===== src/rtl/k1bf_pkg.sv =====
`timescale 1ns / 1ps
`default_nettype none
// ----------------------------------------------------------------------------
// k1bf_pkg
// Shared types and constants of the KEY1 Blowfish-style cipher engine.
// ----------------------------------------------------------------------------
package k1bf_pkg;

    localparam int unsigned TableWords = 1042;
    localparam int unsigned RoundKeys  = 18;
    localparam logic [10:0] SboxBase   = 11'h012;
    localparam logic [10:0] LastPair   = 11'h410;
    localparam logic [4:0]  LastRoundKey = 5'h11;

    localparam logic [1:0] MODE_LOAD     = 2'd0;
    localparam logic [1:0] MODE_ENCRYPT  = 2'd1;
    localparam logic [1:0] MODE_DECRYPT  = 2'd2;
    localparam logic [1:0] MODE_SCHEDULE = 2'd3;

    localparam logic [3:0] OP_NONE    = 4'd0;
    localparam logic [3:0] OP_CAPTURE = 4'd1;
    localparam logic [3:0] OP_LOAD    = 4'd2;
    localparam logic [3:0] OP_INIT_KC = 4'd3;
    localparam logic [3:0] OP_INIT    = 4'd4;
    localparam logic [3:0] OP_ROUND_A = 4'd5;
    localparam logic [3:0] OP_ROUND_B = 4'd6;
    localparam logic [3:0] OP_FINISH  = 4'd7;
    localparam logic [3:0] OP_MIX     = 4'd8;
    localparam logic [3:0] OP_CLR_T   = 4'd9;
    localparam logic [3:0] OP_WR_HI   = 4'd10;
    localparam logic [3:0] OP_WR_LO   = 4'd11;
    localparam logic [3:0] OP_SHIFT   = 4'd12;
    localparam logic [3:0] OP_OUTLD   = 4'd13;

    localparam logic [1:0] JOB_BLOCK = 2'd0;
    localparam logic [1:0] JOB_KC12  = 2'd1;
    localparam logic [1:0] JOB_KC01  = 2'd2;
    localparam logic [1:0] JOB_T     = 2'd3;

    typedef struct packed {
        logic [3:0]  op;
        logic [1:0]  job;
        logic        dec;
        logic [4:0]  idx;
        logic [1:0]  kc_sel;
        logic [10:0] addr;
    } t_cmd;

    typedef struct packed {
        logic [1:0] mode;
        logic [1:0] level;
        logic [1:0] key_mod;
    } t_status;

endpackage
`default_nettype wire


===== src/rtl/k1bf_controller.sv =====
`timescale 1ns / 1ps
`default_nettype none
// ----------------------------------------------------------------------------
// k1bf_controller
// Sequencer for load, block cipher and keycode schedule items.
// ----------------------------------------------------------------------------
module k1bf_controller (
    input  wire logic              i_clk,
    input  wire logic              i_rst_n,
    input  wire logic              i_in_valid,
    output logic                   o_in_ready,
    output logic                   o_out_valid,
    input  wire logic              i_out_ready,
    input  wire k1bf_pkg::t_status i_status,
    output k1bf_pkg::t_cmd         o_cmd
);

    localparam logic [3:0] ST_IDLE     = 4'd0;
    localparam logic [3:0] ST_DISPATCH = 4'd1;
    localparam logic [3:0] ST_INIT     = 4'd2;
    localparam logic [3:0] ST_RA       = 4'd3;
    localparam logic [3:0] ST_RB       = 4'd4;
    localparam logic [3:0] ST_FIN      = 4'd5;
    localparam logic [3:0] ST_MIX      = 4'd6;
    localparam logic [3:0] ST_CLRT     = 4'd7;
    localparam logic [3:0] ST_WRH      = 4'd8;
    localparam logic [3:0] ST_WRL      = 4'd9;
    localparam logic [3:0] ST_SHIFT    = 4'd10;
    localparam logic [3:0] ST_DONE     = 4'd11;

    logic [3:0]  r_state, n_state;
    logic [3:0]  r_rnd, n_rnd;
    logic [4:0]  r_cnt, n_cnt;
    logic [1:0]  r_mod, n_mod;
    logic [10:0] r_pair, n_pair;
    logic [1:0]  r_pass, n_pass;
    logic [1:0]  r_job, n_job;
    logic        r_ovalid, n_ovalid;
    logic [1:0]  md_eff;
    logic        accept;

    assign md_eff = (i_status.key_mod == 2'd0) ? 2'd1 : i_status.key_mod;
    assign o_in_ready = (r_state == ST_IDLE);
    assign accept = i_in_valid && o_in_ready;
    assign o_out_valid = r_ovalid;

    always_comb begin
        n_state  = r_state;
        n_rnd    = r_rnd;
        n_cnt    = r_cnt;
        n_mod    = r_mod;
        n_pair   = r_pair;
        n_pass   = r_pass;
        n_job    = r_job;
        n_ovalid = r_ovalid && !i_out_ready;
        o_cmd    = '0;
        o_cmd.op = k1bf_pkg::OP_NONE;
        o_cmd.job = r_job;
        o_cmd.dec = (r_job == k1bf_pkg::JOB_BLOCK) && (i_status.mode == k1bf_pkg::MODE_DECRYPT);
        o_cmd.idx = o_cmd.dec ? (5'd17 - {1'b0, r_rnd}) : {1'b0, r_rnd};
        o_cmd.addr = r_pair;
        o_cmd.kc_sel = r_mod;
        unique case (r_state)
            ST_IDLE: begin
                if (accept) begin
                    o_cmd.op = k1bf_pkg::OP_CAPTURE;
                    n_state = ST_DISPATCH;
                end
            end
            ST_DISPATCH: begin
                n_job = k1bf_pkg::JOB_BLOCK;
                n_rnd = '0;
                unique case (i_status.mode)
                    k1bf_pkg::MODE_LOAD: begin
                        o_cmd.op = k1bf_pkg::OP_LOAD;
                        n_state = ST_DONE;
                    end
                    k1bf_pkg::MODE_SCHEDULE: begin
                        o_cmd.op = k1bf_pkg::OP_INIT_KC;
                        n_job = k1bf_pkg::JOB_KC12;
                        n_pass = 2'd1;
                        n_state = (i_status.level == 2'd0) ? ST_DONE : ST_INIT;
                    end
                    default: n_state = ST_INIT;
                endcase
            end
            ST_INIT: begin
                o_cmd.op = k1bf_pkg::OP_INIT;
                n_rnd = '0;
                n_state = ST_RA;
            end
            ST_RA: begin
                o_cmd.op = k1bf_pkg::OP_ROUND_A;
                n_state = ST_RB;
            end
            ST_RB: begin
                o_cmd.op = k1bf_pkg::OP_ROUND_B;
                n_rnd = r_rnd + 4'd1;
                n_state = (r_rnd == 4'd15) ? ST_FIN : ST_RA;
            end
            ST_FIN: begin
                o_cmd.op = k1bf_pkg::OP_FINISH;
                unique case (r_job)
                    k1bf_pkg::JOB_BLOCK: n_state = ST_DONE;
                    k1bf_pkg::JOB_KC12: begin
                        n_job = k1bf_pkg::JOB_KC01;
                        n_state = ST_INIT;
                    end
                    k1bf_pkg::JOB_KC01: begin
                        n_cnt = '0;
                        n_mod = '0;
                        n_state = ST_MIX;
                    end
                    default: n_state = ST_WRH;
                endcase
            end
            ST_MIX: begin
                o_cmd.op = k1bf_pkg::OP_MIX;
                o_cmd.idx = r_cnt;
                n_cnt = r_cnt + 5'd1;
                n_mod = (r_mod + 2'd1 == md_eff) ? 2'd0 : r_mod + 2'd1;
                if (r_cnt == k1bf_pkg::LastRoundKey) begin
                    n_pair = '0;
                    n_state = ST_CLRT;
                end
            end
            ST_CLRT: begin
                o_cmd.op = k1bf_pkg::OP_CLR_T;
                n_job = k1bf_pkg::JOB_T;
                n_state = ST_INIT;
            end
            ST_WRH: begin
                o_cmd.op = k1bf_pkg::OP_WR_HI;
                n_state = ST_WRL;
            end
            ST_WRL: begin
                o_cmd.op = k1bf_pkg::OP_WR_LO;
                o_cmd.addr = r_pair + 11'd1;
                if (r_pair == k1bf_pkg::LastPair) begin
                    if (r_pass < i_status.level) begin
                        n_pass = r_pass + 2'd1;
                        n_job = k1bf_pkg::JOB_KC12;
                        n_state = (r_pass == 2'd2) ? ST_SHIFT : ST_INIT;
                    end else begin
                        n_state = ST_DONE;
                    end
                end else begin
                    n_pair = r_pair + 11'd2;
                    n_state = ST_INIT;
                end
            end
            ST_SHIFT: begin
                o_cmd.op = k1bf_pkg::OP_SHIFT;
                n_state = ST_INIT;
            end
            ST_DONE: begin
                if (!r_ovalid || i_out_ready) begin
                    o_cmd.op = k1bf_pkg::OP_OUTLD;
                    n_ovalid = 1'b1;
                    n_state = ST_IDLE;
                end
            end
            default: n_state = ST_IDLE;
        endcase
    end

    always_ff @(posedge i_clk) begin
        if (!i_rst_n) begin
            r_state  <= ST_IDLE;
            r_rnd    <= '0;
            r_cnt    <= '0;
            r_mod    <= '0;
            r_pair   <= '0;
            r_pass   <= '0;
            r_job    <= k1bf_pkg::JOB_BLOCK;
            r_ovalid <= 1'b0;
        end else begin
            r_state  <= n_state;
            r_rnd    <= n_rnd;
            r_cnt    <= n_cnt;
            r_mod    <= n_mod;
            r_pair   <= n_pair;
            r_pass   <= n_pass;
            r_job    <= n_job;
            r_ovalid <= n_ovalid;
        end
    end

`ifndef SYNTH
    a_accept_dispatch: assert property (@(posedge i_clk) disable iff (!i_rst_n)
        accept |=> r_state == ST_DISPATCH)
        else $error("accepted item did not reach dispatch");
    a_mix_select: assert property (@(posedge i_clk) disable iff (!i_rst_n)
        r_state == ST_MIX |-> r_mod < md_eff)
        else $error("keycode select beyond modulus");
    a_valid_from_done: assert property (@(posedge i_clk) disable iff (!i_rst_n)
        $rose(r_ovalid) |-> $past(r_state) == ST_DONE)
        else $error("result raised outside completion");
    a_pair_even: assert property (@(posedge i_clk) disable iff (!i_rst_n)
        r_state == ST_WRH |-> r_pair[0] == 1'b0 && r_pair <= k1bf_pkg::LastPair)
        else $error("table pair address out of sequence");
`endif

endmodule
`default_nettype wire


===== config.mk =====
export PLATFORM = sky130hd
export DESIGN_NAME = k1bf_controller
export DESIGN_NICKNAME = d
export VERILOG_FILES = /design/src/rtl/k1bf_pkg.sv /design/src/rtl/k1bf_controller.sv
export SDC_FILE = /design/constraint.sdc
export NUM_CORES = 1
export LEC_CHECK = 0
export BUFFER_PORTS_ARGS = -buffer_cell sky130_fd_sc_hd__buf_2
export CAP_MARGIN = 0
export CORE_ASPECT_RATIO = 0.75
export CORE_UTILIZATION = 50
export DETAILED_ROUTE_END_ITERATION = 8
export PLACE_DENSITY = 0.74
export SYNTH_ARGS = -nofsm -noshare
export SYNTH_HDL_FRONTEND = slang
export SYNTH_SLANG_ARGS = --single-unit

===== constraint.sdc =====
create_clock -name i_clk -period 2 [get_ports i_clk]
set_input_delay 0.2 -clock i_clk [delete_from_list [all_inputs] [get_ports i_clk]]
set_output_delay 0.2 -clock i_clk [all_outputs]
set_load 0.05 [all_outputs]

==> impl_metrics.toml <==
[run_status]
status = "completed"

[logic_synthesis]
synth_flop_cell = "dfxtp_1"
synth_seq_cells = 30
syn-cell-area_mm2 = 0.002168
synth_top_cells_by_area = "dfxtp_1 (28%), ha_1 (9.8%), nor2_1 (4.3%)"
yosysTopAreaCellShare_pct = 27.70
synthCells = 272
synth_cell_types = 57
synth_edf_count = 0
yosys_warnings = 0
synth_fp_nets = 299
yosys.area.top_type = "dfxtp_1"
ys_seq_area_share_pct = 27.70
avgSynthCellArea_um2 = 7.972
synthArstFlopShare_pct = 0

[cells_and_area]
nets = 328
area_delta_synth_final_pct = 15.35
final_util_pct = 60.95
antenna_cells = 0
drive_gt1_share_pct = 22.85

[die]
die_h_um = 59.03
initial_core_util_pct = 52.84
coreArea_mm2 = 0.004104
die_width_um = 78.04
die_area_mm2 = 0.004607
io_pins = 37
rows = 20

[run]
cap_violations = 0

[place]
routabilityCongestion = 0.8281
dpl.hpwl_mm = 3.649
io_buffers = 36

[cts]
cts-root-buf = "clkbuf_8"
htree_num_levels = 2
holdBufCountCts = 0
numCtsBuffers = 5
cts_tree = "yes"
clkTransAtPathRegs_ns = 0.06
numClockSinks = 30
clock_path_buffers = 2
post_cts_buffers = 0
clk_latency_ns = 0.28

[detailed_routing]
num_vias = 1986
drt_wl_total_mm = 4.906
first_pass_iters = 4
drt-initial-drc-count = 95
post_drt_via_cell_ratio = 5.563
antenna_left = 0
drc = 0
routedWlPerCell_um = 13.74

[worst_setup_path]
crit_type = "reg2out"
critical_path_arrival_ns = 1.69
crit_path_end_kind = "primary output"
crit_path_max_fanout = 22
critPathLaunchType = "register"
crit_required_ns = 1.80

[power_and_ir_drop]
leakagePower_nw = 1.054
power_density_mw_per_mm2 = 666.9
ir_worst_vdd_mv = 0.3861

[sta]
period_needed_ns = 1.886
fmax_mhz = 530.3
worst_pin_slew_ns = 0.4747
skew_ns = 0.006438
maxSlewViolCount = 0
slew_headroom_pct = 68.35
rsz0062_at_grt = "false"
hold_viol = 0
tns_ns = 0
setup_viol = 0
period_share_pct = 94.28

[global_routing]
antenna_found_initial = 0
grt_pass1_vias = 1713
gr-total-overflow = 0
grt_max_degree = 23
grt_pass1_wl_mm = 8.073
grt_use_total_pct = 22.34

[hold_path]
hold_class = "in2reg"
-- per-stage QoR --
stage	area [um^2]	hold WS [ns]	worst slack, ns	power [mW]	cells
6_report	2501	0.2631	0.1144	1.668	357
5_1_grt	2501	0.2581	0.004324	1.759	357
4_1_cts	2487	0.2589	0.002651	1.673	357
3_5_place_dp	2395	0.5145	0.2699	1.173	349
3_3_place_gp	2395	0.5031	0.3099	1.163	349
2_1_floorplan	2187	0.4286	0.1048	1.054	272
-- synthesized netlist by cell type (all sizes together) (3+ instances only) --
| cell | number |
|---|---|
| o21ai | 11 |
| a21oi | 15 |
| nand2b | 5 |
| ha | 17 |
| or3 | 3 |
| buf | 10 |
| nand3 | 9 |
| nand2 | 22 |
| nor2b | 7 |
| nor3 | 3 |
| xor2 | 6 |
| dfxtp | 30 |
| o221ai | 3 |
| o221a | 3 |
| nor3b | 5 |
| xnor2 | 3 |
| a211oi | 5 |
| clkbuf | 14 |
| o21a | 3 |
| a31oi | 5 |
| inv | 16 |
| nor2 | 25 |
| o211ai | 5 |
| nand4 | 4 |
| a311oi | 4 |
-- critical path: stages (launching register included) --
cell      delay (ns)
dfxtp_1         0.35
buf_4           0.21
or3_1           0.37
o221ai_1        0.18
o21ai_1         0.08
buf_2           0.21
-- report_power, final --
part           internal (mW)  switching (mW)  total (mW)
Sequential             0.620          0.0414       0.662
Combinational          0.173           0.332       0.506
Clock                  0.277           0.224       0.501
Total                   1.07           0.597        1.67
-- worst paths after layout --
| kind | startpoint | endpoint | slack [ns] | depth (start not counted) |
|---|---|---|---|---|
| setup / recovery | r_state[2]$_SDFFE_PN0P_ | o_cmd[21] | 0.11 | 5 |
| hold reg to reg | r_pair[10]$_SDFFE_PN0P_ | r_pair[10]$_SDFFE_PN0P_ | 0.52 | 2 |
| hold / removal | i_rst_n | r_state[1]$_SDFFE_PN0P_ | 0.26 | 2 |
| setup reg to reg | r_state[3]$_SDFFE_PN0P_ | r_pair[7]$_SDFFE_PN0P_ | 0.27 | 4 |
-- timing repair --
action,CTS,global route
setup endpoints to repair,3,4
gates cloned,0,0
pin swaps,0,0
gates resized for setup,1,4
endpoints found under the hold margin,0,0
-- final cells by class --
class / instances / area [um^2]
inverter: 16 / 60.06
clock inverter: 1 / 5.005
timing repair buffer: 46 / 260.3
clock buffer: 7 / 86.33
fill: 378 / 1603
sequential: 30 / 604.3
tap: 55 / 68.82
multi-input combinational: 202 / 1416
-- flip-flops by register name, indices dropped and copies added (netlist names) --
name and flops:
o_out_valid 1, r_mod 2, r_rnd 4, r_cnt 5, r_job 2, r_state 4
r_pair 10, r_pass 2
-- cell usage in the layout (no fill, tap or decap), types with 3 or more instances in the layout --
cell type	count
nor3b_1	4
o211ai_1	5
a211oi_1	4
nand3_1	9
inv_1	14
xor2_1	6
nor2b_1	7
o21a_1	3
xnor2_1	3
dfxtp_1	27
nor3_1	3
buf_2	34
o221ai_1	3
o21ai_0	4
o221a_1	3
a21oi_1	14
a31oi_1	5
o21ai_1	5
or3_1	3
nor2_1	25
dfxtp_2	3
nand2_1	21
nand4_1	4
a311oi_1	4
ha_1	17
clkbuf_8	6
buf_4	10
nand2b_1	5
-- cell families (layout without fill, tap and decap cells) --
kind of cell             Yosys count  in the layout  synth area share [%]
flip-flops                        30             30                 27.70
XOR/XNOR                           9              9                 3.636
adder cells (fa/ha/maj)           17             17                 9.809
AO/OA/AOI/OAI                     71             71                 22.74
buffers and inverters             40             70                 8.136
AND/OR/NAND/NOR                  103            103                 27.06
multiplexers                       2              2                0.9233
-- per-layer routing --
layer	GRT usage (%)	wire, um	up-vias
met5	0	0	-
met4	6.085	45	0
met3	4.923	267	7
met2	33.96	2060	61
met1	32.01	2532	881
li1	-	-	1037
No activity file was read; power rests on OpenSTA's default activity.
